`src/setb_pkg.sv`:
```
// ----------------------------------------------------------------------------
// Event timer bank package
// Shared types, action codes and sizes of the event timer bank.
// ----------------------------------------------------------------------------
package setb_pkg;

	localparam int TIMER_COUNT = 64;
	localparam int RANGE_LIMIT = 32;
	localparam int POS_W = (TIMER_COUNT > 1) ? $clog2(TIMER_COUNT) : 1;
	localparam int CFG_IDX_W = 2;
	localparam int CFG_DATA_W = 8;

	localparam logic [2:0] ACT_TICK = 3'd0;
	localparam logic [2:0] ACT_START = 3'd1;
	localparam logic [2:0] ACT_STOP = 3'd2;
	localparam logic [2:0] ACT_STOP_END = 3'd3;
	localparam logic [2:0] ACT_STOP_LIM = 3'd4;
	localparam logic [2:0] ACT_QUERY = 3'd5;

	localparam logic [CFG_IDX_W-1:0] CFG_TICK_PRESCALE = 2'd0;
	localparam logic [CFG_IDX_W-1:0] CFG_HEARTBEAT_PERIOD = 2'd1;
	localparam logic [CFG_IDX_W-1:0] CFG_POLL_EVERY_TICK = 2'd2;

	typedef struct packed {
		logic [2:0] action;
		logic [5:0] timer_index;
		logic periodic;
		logic [31:0] period_count;
	} in_item_t;

	typedef struct packed {
		logic [63:0] expired_mask;
		logic any_expired;
		logic heartbeat_pulse;
		logic poll_pulse;
		logic [31:0] stopped_remaining;
		logic timer_enabled_flag;
	} out_item_t;

	typedef struct packed {
		logic en;
		logic per;
		logic [31:0] rem;
		logic [31:0] rld;
	} entry_t;

	typedef struct packed {
		logic [2:0] action;
		logic [5:0] idx;
		logic periodic;
		logic [31:0] count;
		logic walk;
	} op_ctl_t;

	typedef struct packed {
		entry_t nxt;
		logic expire;
		logic stop_hit;
		logic query_hit;
	} alu_res_t;

endpackage

```
`src/setb_alu.sv`:
```
// ----------------------------------------------------------------------------
// Event timer bank update unit
// Applies the current action to the timer entry at the head of the ring.
// ----------------------------------------------------------------------------
module setb_alu (
	input  setb_pkg::op_ctl_t ctl,
	input  logic [setb_pkg::POS_W-1:0] pos,
	input  setb_pkg::entry_t cur,
	output setb_pkg::alu_res_t res
);

	localparam logic [6:0] LIMIT7 = 7'(setb_pkg::RANGE_LIMIT);

	logic [6:0] pos7;
	logic [6:0] idx7;
	logic hit;
	logic from_idx;
	logic below_lim;
	logic [31:0] dec;

	assign pos7 = 7'(pos);
	assign idx7 = {1'b0, ctl.idx};
	assign hit = (pos7 == idx7);
	assign from_idx = (pos7 >= idx7);
	assign below_lim = (pos7 < LIMIT7);
	assign dec = cur.rem - 32'd1;

	always_comb begin
		res = '0;
		res.nxt = cur;
		case (ctl.action)
			setb_pkg::ACT_TICK: begin
				if (ctl.walk && cur.en && (cur.rem != 32'd0)) begin
					res.nxt.rem = dec;
					if (dec == 32'd0) begin
						res.expire = 1'b1;
						if (cur.per) begin
							res.nxt.rem = cur.rld;
						end else begin
							res.nxt.en = 1'b0;
						end
					end
				end
			end
			setb_pkg::ACT_START: begin
				if (hit) begin
					res.nxt.en = 1'b1;
					res.nxt.per = ctl.periodic;
					res.nxt.rem = ctl.count;
					res.nxt.rld = ctl.count;
				end
			end
			setb_pkg::ACT_STOP: begin
				if (hit) begin
					res.stop_hit = 1'b1;
					res.nxt.en = 1'b0;
					res.nxt.rem = 32'd0;
				end
			end
			setb_pkg::ACT_STOP_END: begin
				if (from_idx) begin
					res.nxt.en = 1'b0;
					res.nxt.rem = 32'd0;
				end
			end
			setb_pkg::ACT_STOP_LIM: begin
				if (from_idx && below_lim) begin
					res.nxt.en = 1'b0;
					res.nxt.rem = 32'd0;
				end
			end
			setb_pkg::ACT_QUERY: begin
				if (hit) begin
					res.query_hit = 1'b1;
				end
			end
			default: begin
			end
		endcase
	end

endmodule

```
`config.mk`:
```
export PLATFORM = sky130hd
export DESIGN_NAME = setb_alu
export DESIGN_NICKNAME = d
export VERILOG_FILES = /design/src/setb_pkg.sv /design/src/setb_alu.sv
export SDC_FILE = /design/constraint.sdc
export NUM_CORES = 1
export LEC_CHECK = 0
export BUFFER_PORTS_ARGS = -buffer_cell sky130_fd_sc_hd__buf_2
export CORE_UTILIZATION = 35
export DETAILED_ROUTE_END_ITERATION = 7
export PLACE_DENSITY = 0.7
export SYNTH_ARGS = -nofsm -noshare
export SYNTH_HDL_FRONTEND = slang
export SYNTH_SLANG_ARGS = --single-unit
export TNS_END_PERCENT = 50
```
`constraint.sdc`:
```
create_clock -name vclk -period 4.7
set_input_delay 0.235 -clock vclk [all_inputs]
set_output_delay 0.235 -clock vclk [all_outputs]
set_load 0.01 [all_outputs]
```
# [Yosys cells after proc, flatten, opt, wreduce, memory -nomap -nowiden]
# Index checks and enable logic that the tools add are counted.
[op_classes] n_addsub=1 magnitude_cmp=2 n_eq_ne=6 muxes=23 reduce_logical=6
[ops] cell="$mux 32" n=7
[ops] cell="$pmux 32 s5" n=1
[ops] cell="$mux 66" n=1
[ops] cell="$logic_not 32->1" n=1
[ops] cell="$reduce_bool 32->1" n=1
[ops] cell="$sub 32x1->32 const B" n=1
[ops] cell="$mux 1" n=13
[ops] cell="$eq 3x2->1 const B" n=2
[ops] cell="$eq 3x3->1 const B" n=2
[ops] cell="$eq 6x6->1" n=1
[ops] cell="$ge 6x6->1" n=1
[ops] cell="$lt 6x6->1 const B" n=1
[ops] cell="$pmux 1 s5" n=1
[ops] cell="$eq 3x1->1 const B" n=1
[ops] cell="$logic_and 1x1->1" n=3
[ops] cell="$logic_not 3->1" n=1
[word_totals] register_bits=0

# [Logic depth before layout (Yosys ltp)]
# Gate-level depths: netlist of run 1.
[logic_depth] ltp_word=5 depth_mapped=13

# [Worst setup path after synthesis of run 1]
# OpenSTA, ideal clock, no wires.
[synth_timing] path_type="input to output" start="input cur[33] (netlist name)" end="output res[47] (netlist name)" arrival_time_ns=2.848 required_ns=4.465 path_slack_ns=1.617 path_stages=12 path_cell_list="inv_1 -> ha_1 -> nor3b_2 -> nor4b_1 -> xnor2_1 -> nand4_1 -> nor4_2 -> and4_1 -> buf_6 -> buf_6 -> a21oi_1 -> o311ai_1"
[synth_rtl] element="from (decl)" line="setb_alu.sv:8" rtl="input setb_pkg::entry_t cur,"
[synth_rtl] element="to (decl)" line="setb_alu.sv:9" rtl="output setb_pkg::alu_res_t res"

==> results of run 1 <==
layer usage:
| layer | share of wire [%] | vias up |
|---|---|---|
| li1 | - | 1967 |
| met1 | 45 | 1878 |
| met2 | 48 | 185 |
| met3 | 6.6 | 10 |
| met4 | 1.0 | 0 |
| met5 | 0 | - |
cells in the mapped netlist (all sizes together) (5+ instances only):
cell type and count:
nand2 118, a21oi 30, nor2 29, clkbuf 27, o21ai 25, nand3 20, o211ai 20, nor3 18
nor4 16, a21o 13, xnor2 10, buf 9, inv 9, ha 8, nand4 7, nor4b 6
a211oi 5, a21boi 5, and2 5, and3 5, or4 5
metrics by stage:
step / utilization, % / setup slack, ns / hold WS [ns] / total power, mW / std cells
3_5_place_dp: 48.8 / 0.790 / 0.761 / 0.264 / 702
2_1_floorplan: - / 1.62 / 0.523 / 0.139 / 451
3_3_place_gp: 48.8 / 0.878 / 0.756 / 0.260 / 702
5_1_grt: 48.8 / 0.472 / 0.773 / 0.295 / 702
6_report: 48.8 / 0.710 / 0.762 / 0.268 / 702
4_1_cts: 48.8 / 0.759 / 0.762 / 0.265 / 702
kinds of logic after synthesis:
family / share of synthesized area (%)
AND/OR/NAND/NOR: 50.3
XOR/XNOR: 4.71
multiplexers: 0.384
AO/OA/AOI/OAI: 33.0
buffers and inverters: 7.73
adder cells (fa/ha/maj): 3.84
power by group:
group | switching (mW) | internal (mW)
Combinational | 0.154 | 0.114
Clock | 0 | 0
Sequential | 0 | 0
final cells by class:
| class | instances | area (um2) |
|---|---|---|
| fill | 789 | 3690 |
| inverter | 9 | 33.8 |
| multi-input combinational | 406 | 2410 |
| timing repair buffer | 188 | 951 |
| tap | 99 | 124 |
worst max-delay path by stage:
| stage | start | endpoint | slack, ns | cells past startpoint |
|---|---|---|---|---|
| after floorplan | cur[33] | res[47] | 1.62 | 12 |
| after global placement | cur[32] | res[62] | 0.88 | 13 |
| after detailed placement | cur[32] | res[62] | 0.79 | 13 |
| after CTS | cur[32] | res[62] | 0.76 | 13 |
| after global routing | cur[33] | res[47] | 0.47 | 12 |
| final | cur[32] | res[62] | 0.71 | 13 |
==> flow_summary.ini, run 1 <==
[die]
dieArea_um2 = 7790
io_pins = 184
die_h_um = 88.3
core_um2 = 7210
rows = 31
start_util_pct = 36.1
die_x_um = 88.3

[critical_path]
cpMaxStageDelayCell = and4_1
worst_setup_path_start_kind = input port
crit_buf_inv = 3
crit_path_max_incr_delay_ns = 0.69
path_max_fanout = 14
crit_chain = buf_2 > inv_1 > ha_1 > nor3b_2 > nor4b_1 > xnor2_1 > nand4_1 > nor4_2 > and4_1 > a211o_1 > o211ai_1 > o211ai_1 > buf_2
crit_type = in -> out
path_delay_family = simple AND/OR/NAND/NOR gates
crit_required_ns = 4.47
arrival_ns = 3.75
endpoint_kind = output port

[worst_hold_path]
hold_end = res[24]
min_from = ctl[22]
hold_path.class = in -> out
worstHoldPathCells = 4

[timing]
timing.final.crit_share_pct = 84.9
slew_violations = 0
fmax_mhz = 251
hold_viol = 0
max_slew_margin_pct = 24.0
rsz0062_at_grt = false
fin_crit_ns = 3.99
setup_tns_ns = 0
tightestPinTransition_ns = 1.14
finalSetupViolCount = 0

[layout]
flops_and_latches = 0
final_cell_mix = buf_2, nand2_1, nor2_1, a21oi_1, o21ai_0
seq_area_um2 = 0
clkbuf_count = 0
antenna_cells = 0
layout-drive-gt1-share_pct = 35.3
fin_area_um2 = 3520
fin_nets = 728
areaGrowthSynthToFinish_pct = 35.2
final_common_cell = buf_2

[logic_synthesis]
synth_top_area_share_pct = 17.0
synth_area_leaders = nand2_1, a21oi_1, o211ai_1
yosysTopAreaCell = nand2_1
syn_area_per_cell_um2 = 5.78
yosysUniqueCellTypes = 64
syn_area_um2 = 2600
ys_seq_area_share_pct = 0
syn_inst = 451
synth_warnings = 0
synthesis.nets = 574

[grt]
busiest_layer = met2
grt_max_degree = 33
grtUsageMet1_pct = 34.6
grt_pass1_vias = 3452
use_met3_pct = 1.40
antenna_found_initial = 0
overflow = 0
grt.met2_usage_pct = 48.1
grt_pass1_wl_um = 16600
track_usage_pct = 26.3

[power_and_ir_drop]
powerDensity_nw_per_um2 = 76.0
leakage_nw = 1.74
peakVddDrop_v = 0.0000316

[routing]
drc = 0
vias = 4040
drt_wl_total_um = 10900
drtPass1Iterations = 5
ant_nets = 0
drt-initial-drc-count = 249
wl_per_cell_um = 15.6
vias_per_cell = 5.75

[status]
status = completed

[placement]
hpwl_um = 8620
place_congestion = 0.957
dpl_cell_area_um2 = 3520
io_buffer_count = 184

[job]
maxCapViolCount = 0

[cts]
cts_setup_buffers = 0
cts_resized = 0
cts_hold_buf = 0
(Power assumes the default switching activity.)
==> run 2: changes to the inputs <==
Clock period 4.7 ns to 4.1 ns, I/O delays scaled along.
==> run 2 against run 1 <==
Die area did not move. Worst hold slack got worse by 0.064 ns. Final cell count rose by 0.57%. Global-route usage rose by 0.58 points. Utilization rose by 0.59 points. Combinational power rose by 16%. Sequential share of layout area did not move. Non-clock buffer count rose by 4. Count of clock-buffer cells in the layout did not move. Setup slack got worse by 0.30 ns. Via count barely moved. Design area rose by 1.2%. Largest cell class unchanged.
==> flow_summary.ini, run 2 (synthesized netlist as in run 1, its figures left out) <==
[critical_path]
path_max_fanout = 8
arrival_ns = 3.48
crit_required_ns = 3.89
critPathMostFrequentCell = buf_2
crit_type = in -> out
endpoint_kind = output port
cpMaxStageDelayCell = or4_1
crit_path_max_incr_delay_ns = 0.59
crit_chain = buf_2 > or4_1 > nor3_2 > nand4_1 > xor2_1 > nand3b_1 > nor4b_2 > mux2i_1 > o311a_1 > o31a_1 > buf_2
path_delay_family = simple AND/OR/NAND/NOR gates
worst_setup_path_start_kind = input port
crit_buf_inv = 2

[grt]
antenna_found_initial = 0
grt_pass1_wl_um = 17100
grt_pass1_vias = 3752
grt_max_degree = 33
track_usage_pct = 26.9
overflow = 0

[routing]
drt_wl_total_um = 10800
drc = 0
wl_per_cell_um = 15.2
drt-initial-drc-count = 186
vias = 4041
drtPass1Iterations = 5
ant_nets = 0
vias_per_cell = 5.72

[layout]
final_common_cell = buf_2
fin_nets = 732
multiInputGateArea_um2 = 2420
antenna_cells = 0
clkbuf_count = 0
layout-drive-gt1-share_pct = 36.1
n_fill_cell = 806
areaGrowthSynthToFinish_pct = 36.8
final_cell_mix = buf_2, nand2_1, nor2_1, a21oi_1, o21ai_0
seq_area_um2 = 0
flops_and_latches = 0

[die]
die_h_um = 88.3
rows = 31
die_x_um = 88.3
dieArea_um2 = 7790
start_util_pct = 36.1
io_pins = 184
core_um2 = 7210

[timing]
setup_tns_ns = 0
fmax_mhz = 271
hold_viol = 0
tightestPinTransition_ns = 1.09
finalSetupViolCount = 0
max_slew_margin_pct = 27.6
slew_violations = 0
rsz0062_at_grt = false
timing.final.crit_share_pct = 89.9
fin_crit_ns = 3.69

[placement]
hpwl_um = 8550
io_buffer_count = 184
place_congestion = 0.955

[status]
status = completed

[worst_hold_path]
hold_path.class = in -> out

[power_and_ir_drop]
leakage_nw = 1.77
powerDensity_nw_per_um2 = 87.1
total_power_mw = 0.310
peakVddDrop_v = 0.0000387

[job]
maxCapViolCount = 0

[cts]
cts_hold_buf = 0
cts_resized = 0
cts_setup_buffers = 0
==> run 2: changes by cell type in the layout (fill, tap and decap cells not counted), sizes merged <==
cell	before	now
buf	188	192
==> run 2: metrics by stage <==
stage	hold WS (ns)	worst slack (ns)	utilization, %	area [um2]	instances
floorplan	0.463	1.08	-	2610	451
global placement	0.695	0.395	49.2	3550	706
detailed placement	0.698	0.268	49.2	3550	706
CTS	0.698	0.249	49.2	3550	706
global route	0.725	0.135	49.4	3560	706
finish	0.697	0.414	49.4	3560	706
==> run 2: cell type report <==
type / instances / share of cell area [%]
Timing Repair Buffer: 192 / 27.5
Tap cell: 99 / 3.48
Inverter: 9 / 0.948
Multi-Input combinational cell: 406 / 68.0
==> run 2: worst paths after layout <==
kind / from / end / slack, ns / cells after the start
max: cur[40] / res[38] / 0.41 / 11
min: ctl[23] / res[25] / 0.70 / 4
==> run 2: power breakdown <==
group,internal [mW],switching (mW),total [mW]
clock,0,0,0
combinational,0.134,0.177,0.310
sequential,0,0,0
total,0.134,0.177,0.310
==> run 2: routing by layer <==
layer / wire, um / vias to the layer above / global-route usage [%] / part of all wire [%]
met5: 0 / - / 0 / 0
met4: 142 / 0 / 6.45 / 1.3
met3: 829 / 16 / 2.43 / 7.7
met2: 5190 / 196 / 47.9 / 48
met1: 4600 / 1845 / 34.7 / 43
li1: - / 1984 / - / -
