`config.mk`:
```
export PLATFORM = sky130hd
export DESIGN_NAME = setb_cell
export DESIGN_NICKNAME = d
export VERILOG_FILES = /design/src/setb_pkg.sv /design/src/setb_cell.sv
export SDC_FILE = /design/constraint.sdc
export NUM_CORES = 1
export LEC_CHECK = 0
export BUFFER_PORTS_ARGS = -buffer_cell sky130_fd_sc_hd__buf_2
export CORE_UTILIZATION = 48
export DETAILED_ROUTE_END_ITERATION = 8
export PLACE_DENSITY = 0.84
export SLEW_MARGIN = 5
export SYNTH_ARGS = -nofsm -noshare
export SYNTH_HDL_FRONTEND = slang
export SYNTH_SLANG_ARGS = --single-unit
```
`constraint.sdc`:
```
create_clock -name clk -period 2.2 [get_ports clk]
set_input_delay 0.11 -clock clk [delete_from_list [all_inputs] [get_ports clk]]
set_output_delay 0.11 -clock clk [all_outputs]
set_load 0.02 [all_outputs]
```
`src/setb_pkg.sv`:
```
// ----------------------------------------------------------------------------
// Event timer bank package
// Shared types, action codes and sizes of the event timer bank.
// ----------------------------------------------------------------------------
package setb_pkg;

	localparam int TIMER_COUNT = 64;
	localparam int RANGE_LIMIT = 32;
	localparam int POS_W = (TIMER_COUNT > 1) ? $clog2(TIMER_COUNT) : 1;
	localparam int CFG_IDX_W = 2;
	localparam int CFG_DATA_W = 8;

	localparam logic [2:0] ACT_TICK = 3'd0;
	localparam logic [2:0] ACT_START = 3'd1;
	localparam logic [2:0] ACT_STOP = 3'd2;
	localparam logic [2:0] ACT_STOP_END = 3'd3;
	localparam logic [2:0] ACT_STOP_LIM = 3'd4;
	localparam logic [2:0] ACT_QUERY = 3'd5;

	localparam logic [CFG_IDX_W-1:0] CFG_TICK_PRESCALE = 2'd0;
	localparam logic [CFG_IDX_W-1:0] CFG_HEARTBEAT_PERIOD = 2'd1;
	localparam logic [CFG_IDX_W-1:0] CFG_POLL_EVERY_TICK = 2'd2;

	typedef struct packed {
		logic [2:0] action;
		logic [5:0] timer_index;
		logic periodic;
		logic [31:0] period_count;
	} in_item_t;

	typedef struct packed {
		logic [63:0] expired_mask;
		logic any_expired;
		logic heartbeat_pulse;
		logic poll_pulse;
		logic [31:0] stopped_remaining;
		logic timer_enabled_flag;
	} out_item_t;

	typedef struct packed {
		logic en;
		logic per;
		logic [31:0] rem;
		logic [31:0] rld;
	} entry_t;

	typedef struct packed {
		logic [2:0] action;
		logic [5:0] idx;
		logic periodic;
		logic [31:0] count;
		logic walk;
	} op_ctl_t;

	typedef struct packed {
		entry_t nxt;
		logic expire;
		logic stop_hit;
		logic query_hit;
	} alu_res_t;

endpackage

```
`src/setb_cell.sv`:
```
// ----------------------------------------------------------------------------
// Event timer bank cell
// One ring entry; each shift loads the next cell's or update unit's entry.
// ----------------------------------------------------------------------------
module setb_cell (
	input  logic clk,
	input  logic arst_n,
	input  logic shift,
	input  setb_pkg::entry_t d,
	output setb_pkg::entry_t q
);

	setb_pkg::entry_t entry_q;

	always_ff @(posedge clk or negedge arst_n) begin
		if (!arst_n) begin
			entry_q <= '0;
		end else if (shift) begin
			entry_q <= d;
		end
	end

	assign q = entry_q;

endmodule

```
# After elaboration in Yosys (flattened, before gate mapping)
# Index checks and enable logic that the tools add are counted.
# Widths: inputs -> output; s select.
# totals
reg_bits	66
input_bits	69

# Depth between registers and ports, before layout
# Gate-level depths: netlist (run 1).
# depth
depth_word	0
ltp_mapped	3

# Worst setup path before layout (run 1)
# OpenSTA, ideal clock, no wires.
# synth_path
path_kind	reg2reg
startpoint	reg, netlist name q[0]
endpoint	reg entry_q (netlist bit q[0])
setup_ps	125
t_arrival_ps	710
required_ps	2075
slack_ps	1365
stages_incl_launch_ff	2
n_path_buf	0
period_less_slack_ps	835
cell_sequence	dfrtp_1 > mux2_4
# synth_lines
item	line_no	rtl
end signal, assigned	setb_cell.sv:17	entry_q <= '0;
end signal, assigned	setb_cell.sv:19	entry_q <= d;
end, declared	setb_cell.sv:13	setb_pkg::entry_t entry_q;

==> flow_summary.yaml, run 1 <==
layout:
  layout-drive-gt1-share: 0.722
  seq_area_um2: 1650
  areaGrowthSynthToFinish_pct: 41.3
  multi_input_area_um2: 893
  largest_register_ffs: 66
  layout_commonest_cell: "buf_2"
  fillers: 362
  antennaDiodeCount: 0
  final_cell_mix: "buf_2, dfrtp_1, mux2_4, mux2_2, dlygate4sd3_1"
  nNetsFinal: 367
  fin_area_um2: 3690
  utilization: 0.713
floorplanning:
  rows: 26
  fp.coreArea_um2: 5170
  start_util: 0.505
  io_pins: 135
  die_area_um2: 5740
  dieWidth_um: 75.8
  die_y_um: 75.8
route:
  wl_um: 5770
  initialDrtViolationCount: 75
  maxUsedRoutingLayer: "met4"
  firstDrtPassIters: 4
  drc: 0
  wl_per_cell_um: 15.5
  met1Wirelength_um: 2330
  ant_nets: 0
  wl_met3_um: 419
  vias: 1769
  vias_per_cell: 4.76
  wl_met2_um: 2910
worst_setup_path:
  cp_cell_sequence: "dlygate4sd3_1, buf_2, buf_4"
  end_kind: "async pin"
  crit_type: "primary input to async pin"
  max_stage_delay_ns: 0.53
  critical_path_arrival_ns: 1.57
  critPathSlowestCell: "dlygate4sd3_1"
  worstSetupStartpointType: "primary input"
  required_ns: 2.70
  cp_max_fo: 29
cts:
  clockBufferDepth: 2
  cts_root_buf: "clkbuf_8"
  numCtsBuffers: 9
  clkSinkCount: 66
  cts.repair.resized: 0
  htreeDepth: 3
  clk_pin_slew_worst_paths_ns: 0.07
  cts_tree: "done"
  clock_latency_ns: 0.32
logic_synthesis:
  yosys_warnings: 0
  synth_nets: 208
  synth_area_per_cell_um2: 18.8
  yosys-top-cells-area: "dfrtp_1, mux2_4, mux2_2, buf_6, buf_2"
  postSynthCellCount: 139
  synth_top_cell_area_share: 0.632
  ys_ff_latch: 66
  synth.distinct_cells: 5
  yosys.area.top_type: "dfrtp_1"
  yosysSeqAreaShare: 0.632
  syn_area_um2: 2610
pwr:
  leakage_uw: 0.00192
  powerDensity_nw_per_um2: 805
  ir_worst_vdd_uv: 456
timing:
  slew_headroom: 0.575
  fin_crit_sh: 0.484
  finalHoldViolations: 0
  rsz0062_at_grt: "no"
  period_minus_slack_ns: 1.06
  fmaxAchievable_mhz: 939
  setup_tns_ns: 0
  worst_slew_pin_slew_ns: 0.637
  finalSetupViolCount: 0
  skew_ns: 0
  drv_slew: 0
placed_design:
  gp_congestion: 0.739
  dp_hpwl_um: 4050
  placed_area_um2: 3340
  portBuffers: 134
grt:
  first_global_vias: 1684
  grt_max_degree: 31
  grt_pass1_wl_um: 7890
  grt_usage: 0.195
  globalRouteOverflowTotal: 0
  antenna_found_initial: 0
run_status:
  outcome: "finished, final reports clean"
job:
  maxCapViolCount: 0
min_path:
  hp-class: "primary input to register"
cell usage after synthesis:
| cell type | count |
|---|---|
| dfrtp_1 | 66 |
| mux2_4 | 40 |
| buf_6 | 5 |
| mux2_2 | 26 |
| buf_2 | 2 |
final timing paths:
path / from / endpoint / slack (ns) / cells after the start
setup / recovery: arst_n / q[17] / 1.14 / 3
hold / removal: d[39] / q[39] / 0.02 / 2
setup reg to reg: q[1] / q[1] / 1.41 / 1
hold reg to reg: q[29] / q[29] / 0.50 / 1
max in group clk: shift / q[1] / 1.20 / 3
min in group asynchronous: arst_n / q[27] / 0.35 / 2
worst max-delay path: cells and delay by family:
family   cells  cell delay [ns]
buf+inv      3             1.43
routing by layer:
layer / track usage / vias to the layer above
met5: 0 / -
met4: 0.107 / 0
met3: 0.0648 / 10
met2: 0.323 / 88
met1: 0.223 / 865
li1: - / 806
kinds of logic (layout without fill, tap and decap cells):
group    Yosys count  after routing  share of synthesized area
buf+inv            7            170                     0.0254
flops             66             66                      0.632
mux               66             66                      0.342
timing repair:
item,CTS,global route
endpoints found under the hold margin,41,1
setup endpoints to repair,0,0
setup buffers,0,0
hold buffers,15,1
where the power goes:
part	leakage [uW]	switching, uW	internal, uW
Sequential	0.000772	65.0	1340
Combinational	0.00105	314	299
Clock	0.0000962	411	545
metrics by stage:
stage                     power (uW)  worst slack [ns]  std cells  hold WS, ns
after floorplan                 1770              1.37        139       -0.186
after global placement          1990             0.881        341        0.156
after detailed placement        2010             0.853        341        0.162
after CTS                       3000              1.09        371      0.00121
after global routing            3100             0.971        372      0.00370
final                           2970              1.14        372       0.0165
layout make-up:
class / instances / share of cell area
clock inverters: 3 / 0.0109
clock buffers: 12 / 0.0393
well taps: 70 / 0.0237
repair buffers: 155 / 0.236
flip-flops and latches: 66 / 0.448
multi-input cells: 66 / 0.242
No activity file was read; power rests on OpenSTA's default activity.
==> inputs of run 2 (changes only) <==
--- a/config.mk
+++ b/config.mk
@@ -6,9 +6,9 @@
 export NUM_CORES = 1
 export LEC_CHECK = 0
 export BUFFER_PORTS_ARGS = -buffer_cell sky130_fd_sc_hd__buf_2
-export CORE_UTILIZATION = 48
+export CORE_UTILIZATION = 45
 export DETAILED_ROUTE_END_ITERATION = 8
-export PLACE_DENSITY = 0.84
+export PLACE_DENSITY = 0.8
 export SLEW_MARGIN = 5
 export SYNTH_ARGS = -nofsm -noshare
 export SYNTH_HDL_FRONTEND = slang
==> constraint.sdc (replaced) <==
create_clock -name clk -period 1 [get_ports clk]
set_input_delay 0.05 -clock clk [delete_from_list [all_inputs] [get_ports clk]]
set_output_delay 0.05 -clock clk [all_outputs]
set_load 0.02 [all_outputs]
==> run 2 against run 1 <==
Against the previous run: clock skew did not move; via count rose by 12%; cell area rose by 15%; global-route usage rose by 4.8 points; sequential share of layout area fell by 5.7 points; die area rose by 6.5%; register-to-register slack got worse by 1.2 ns; cell count rose by 15%; largest cell class unchanged; largest power group unchanged; highest routed layer unchanged.
==> flow_summary.yaml, run 2 (same netlist as run 1, synthesis figures left out) <==
run_status:
  outcome: "finished, final reports clean"
floorplanning:
  fp.coreArea_um2: 5540
  io_pins: 135
  start_util: 0.471
  dieWidth_um: 78.2
  rows: 27
  die_area_um2: 6110
  die_y_um: 78.2
worst_setup_path:
  cp_num_buf_inv: 1
  cp_cell_sequence: "buf_2"
  critical_path_arrival_ns: 0.91
  end_kind: "primary output"
  cp_max_fo: 2
  worstSetupStartpointType: "register"
  required_ns: 0.95
  crit_type: "register to primary output"
  max_stage_delay_ns: 0.41
  critPathSlowestCell: "dfrtp_1"
  path_delay_family: "flip-flops"
placed_design:
  portBuffers: 134
  dp_hpwl_um: 4060
  gp_congestion: 0.699
route:
  ant_nets: 0
  vias: 1990
  vias_per_cell: 4.67
  drc: 0
  wl_per_cell_um: 16.2
  firstDrtPassIters: 4
  wl_um: 6900
  initialDrtViolationCount: 48
timing:
  fmaxAchievable_mhz: 1040
  finalHoldViolations: 0
  skew_ns: 0
  period_minus_slack_ns: 0.964
  worst_hold_slack_ns: 0.132
  drv_slew: 0
  worst_slew_pin_slew_ns: 0.418
  finalSetupViolCount: 0
  slew_headroom: 0.722
  setup_tns_ns: 0
  rsz0062_at_grt: "no"
  fin_crit_sh: 0.964
cts:
  clockBufferDepth: 2
  clk_pin_slew_worst_paths_ns: 0.06
  htreeDepth: 3
  cts_tree: "done"
  numCtsBuffers: 9
  cts_root_buf: "clkbuf_8"
  clkSinkCount: 66
  clock_latency_ns: 0.33
min_path:
  hp-class: "primary input to register"
layout:
  antennaDiodeCount: 0
  final_cell_mix: "buf_2, dlygate4sd3_1, dfrtp_1, mux2_4, mux2_2"
  areaGrowthSynthToFinish_pct: 61.8
  largest_register_ffs: 66
  layout-drive-gt1-share: 0.619
  layout_commonest_cell: "buf_2"
  nNetsFinal: 419
pwr:
  ir_worst_vdd_uv: 978
  leakage_uw: 0.00214
  powerDensity_nw_per_um2: 1520
grt:
  grt_pass1_wl_um: 10900
  grt_usage: 0.243
  first_global_vias: 2221
  antenna_found_initial: 0
  grt_max_degree: 34
  globalRouteOverflowTotal: 0
job:
  maxCapViolCount: 0
## run 2: cell count changes in the layout (fill, tap and decap cells not counted)
cell,previous run,this run
buf_12,0,4
clkbuf_8,10,9
clkinv_2,2,4
dlygate4sd3_1,16,67
bufinv_16,1,0
buf_4,6,3
## run 2: repair_timing
action,CTS,global route
hold endpoints to repair,132,0
hold buffers,67,0
gates resized for setup,0,0
buffers inserted,0,0
## run 2: routing by layer
metal	wire [um]	vias to the layer above	part of all wire	GRT usage
met2	3370	110	0.49	0.418
met1	2810	956	0.41	0.273
met4	128	0	0.019	0.111
met5	0	-	0	0
met3	591	13	0.086	0.0779
li1	-	911	-	-
## run 2: path summary, 6_finish.rpt
kind / start / endpoint / slack (ns) / depth (start not counted)
setup / recovery: q[20] / q[20] / 0.04 / 1
hold / removal: shift / q[29] / 0.13 / 2
setup reg to reg: q[20] / q[20] / 0.18 / 1
hold reg to reg: q[36] / q[36] / 0.51 / 1
max in group asynchronous: arst_n / q[64] / 0.39 / 3
min in group asynchronous: arst_n / q[27] / 0.30 / 3
## run 2: per-stage QoR
stage | area (um2) | utilization | std cells | total power [uW] | worst slack [ns]
after global placement | 3400 | 0.614 | 344 | 4420 | 0.102
after global routing | 4230 | 0.763 | 426 | 6720 | 0.0152
after floorplan | 2610 | - | 139 | 3900 | 0.165
after detailed placement | 3400 | 0.614 | 344 | 4460 | 0.0822
after CTS | 4230 | 0.763 | 426 | 6480 | 0.0329
final | 4230 | 0.763 | 426 | 6440 | 0.0359
## run 2: area by class of cell
| type | count | area (um2) |
|---|---|---|
| clock buffer | 11 | 131 |
| multi-input combinational | 66 | 893 |
| tap | 72 | 90.1 |
| fill | 358 | 1320 |
| clock inverter | 4 | 20.0 |
| sequential | 66 | 1650 |
| timing repair buffer | 207 | 1440 |
## run 2: power by group
group	total, uW	internal, uW	switching, uW	leakage, uW
Combinational	1550	811	743	0.00129
Clock	1790	869	926	0.0000827
Sequential	3090	2940	153	0.000772
==> inputs of run 3 (changes only) <==
--- a/config.mk
+++ b/config.mk
@@ -6,9 +6,11 @@
 export NUM_CORES = 1
 export LEC_CHECK = 0
 export BUFFER_PORTS_ARGS = -buffer_cell sky130_fd_sc_hd__buf_2
+export CORE_ASPECT_RATIO = 2
 export CORE_UTILIZATION = 45
 export DETAILED_ROUTE_END_ITERATION = 8
 export PLACE_DENSITY = 0.8
+export RECOVER_POWER = 100
 export SLEW_MARGIN = 5
 export SYNTH_ARGS = -nofsm -noshare
 export SYNTH_HDL_FRONTEND = slang
==> run 3 against run 2 <==
Against the previous run: critical path depth stayed put; sequential power hardly changed; die area is 0.31% higher; critical path type unchanged; first-iteration DRC count is 27% higher; clock power is 38% higher; worst hold slack better by 0.085 ns; largest cell class unchanged; utilization is 2.2 points lower; total power is 7.7% higher; global-route usage is 0.41 points higher; register-to-register slack worse by 0.02 ns; flip-flop and latch count stayed put.
==> flow_summary.yaml, run 3 (same netlist as run 1, synthesis figures left out) <==
worst_setup_path:
  worstSetupStartpointType: "register"
  crit_type: "register to primary output"
  cp_cell_sequence: "buf_2"
  cp_max_fo: 2
  critPathSlowestCell: "dfrtp_1"
  required_ns: 0.95
  end_kind: "primary output"
  max_stage_delay_ns: 0.39
  critical_path_arrival_ns: 0.91
  cp_num_buf_inv: 1
  path_delay_family: "flip-flops"
pwr:
  leakage_uw: 0.00199
  p_seq_frac: 0.445
  switchingPower_uw: 1820
  total_power_uw: 6930
  p_comb_frac: 0.199
  ir_worst_vdd_uv: 1650
  p_int_uw: 5120
  powerDensity_nw_per_um2: 1700
  clockPowerShare: 0.356
  switching_share: 0.262
timing:
  slew_headroom: 0.607
  finalSetupViolCount: 0
  setup_tns_ns: 0
  drv_slew: 0
  fin_crit_sh: 0.960
  worst_slew_pin_slew_ns: 0.589
  finalHoldViolations: 0
  skew_ns: 0
  period_minus_slack_ns: 0.960
  fmaxAchievable_mhz: 1040
  rsz0062_at_grt: "no"
layout:
  layout_commonest_cell: "buf_2"
  fillers: 398
  layout-drive-gt1-share: 0.499
  final_cell_mix: "buf_2, dlygate4sd3_1, dfrtp_1, clkbuf_2, mux2_1"
  instances_no_fill: 411
  multi_input_area_um2: 743
  nNetsFinal: 416
  areaGrowthSynthToFinish_pct: 56.3
  largest_register_ffs: 66
  seq_area_um2: 1650
  antennaDiodeCount: 0
placed_design:
  dp_hpwl_um: 3940
  portBuffers: 134
  place_inst: 329
  gp_congestion: 0.734
route:
  vias_per_cell: 4.91
  wl_per_cell_um: 17.2
  ant_nets: 0
  firstDrtPassIters: 4
  initialDrtViolationCount: 61
  wl_um: 7080
  drc: 0
  vias: 2018
cts:
  cts.repair.resized: 0
  postCtsSetupBuffers: 0
  cts_root_buf: "clkbuf_8"
  cts_tree: "done"
  clock_latency_ns: 0.34
  numCtsBuffers: 9
  ctsHoldBuffers: 67
  clk_pin_slew_worst_paths_ns: 0.07
  clkSinkCount: 66
  clockBufferDepth: 2
  htreeDepth: 3
floorplanning:
  dieWidth_um: 55.9
  rows: 38
  die_y_um: 110
  io_pins: 135
  start_util: 0.473
  fp.coreArea_um2: 5520
  die_area_um2: 6130
grt:
  grt_usage: 0.247
  grt_max_degree: 67
  antenna_found_initial: 0
  grt_pass1_wl_um: 11000
  globalRouteOverflowTotal: 0
  first_global_vias: 2267
run_status:
  outcome: "finished, final reports clean"
job:
  maxCapViolCount: 0
min_path:
  hp-class: "primary input to register"
run 3: cell types whose count changed in the layout (fill, tap and decap cells not counted), sizes merged:
cell,before,now
clkinv,4,0
bufinv,0,2
buf,140,73
clkbuf,11,77
run 3: per-layer routing:
layer	track usage	up-vias	routed length, um
li1	-	902	-
met1	0.235	975	2150
met2	0.437	101	4090
met3	0.0659	40	354
met4	0.204	0	474
met5	0	-	0
run 3: area by class of cell:
| cell class | instances | share of cell area |
|---|---|---|
| Tap cell | 60 | 0.0184 |
| Clock inverter | 2 | 0.0147 |
| Timing Repair Buffer | 204 | 0.341 |
| Clock buffer | 13 | 0.0389 |
| Multi-Input combinational cell | 66 | 0.182 |
| Sequential cell | 66 | 0.405 |
run 3: worst paths after layout:
| check | start | to | slack, ns | cells past startpoint |
|---|---|---|---|---|
| setup / recovery | q[21] | q[21] | 0.04 | 1 |
| hold / removal | shift | q[23] | 0.22 | 3 |
| setup reg to reg | q[22] | q[22] | 0.16 | 1 |
| hold reg to reg | q[61] | q[61] | 0.49 | 1 |
| max in group asynchronous | arst_n | q[39] | 0.19 | 3 |
| min in group asynchronous | arst_n | q[23] | 0.39 | 3 |
run 3: power groups by stage:
stage | clock network [uW] | registers [uW] | logic [uW]
after global placement | 0 | 3100 | 1300
after detailed placement | 0 | 3120 | 1320
after floorplan | 0 | 3460 | 446
final | 2470 | 3080 | 1380
after CTS | 2530 | 3070 | 1540
after global routing | 2640 | 3110 | 1460
run 3: stage by stage:
step	cell area [um2]	hold WS, ns	setup WS, ns	util
finish	4080	0.217	0.0400	0.740
global route	4080	0.224	0.00270	0.740
CTS	4240	0.250	0.0364	0.769
detailed placement	3350	0.0913	0.0922	0.608
global placement	3350	0.0879	0.107	0.608
floorplan	2610	-0.246	0.165	-
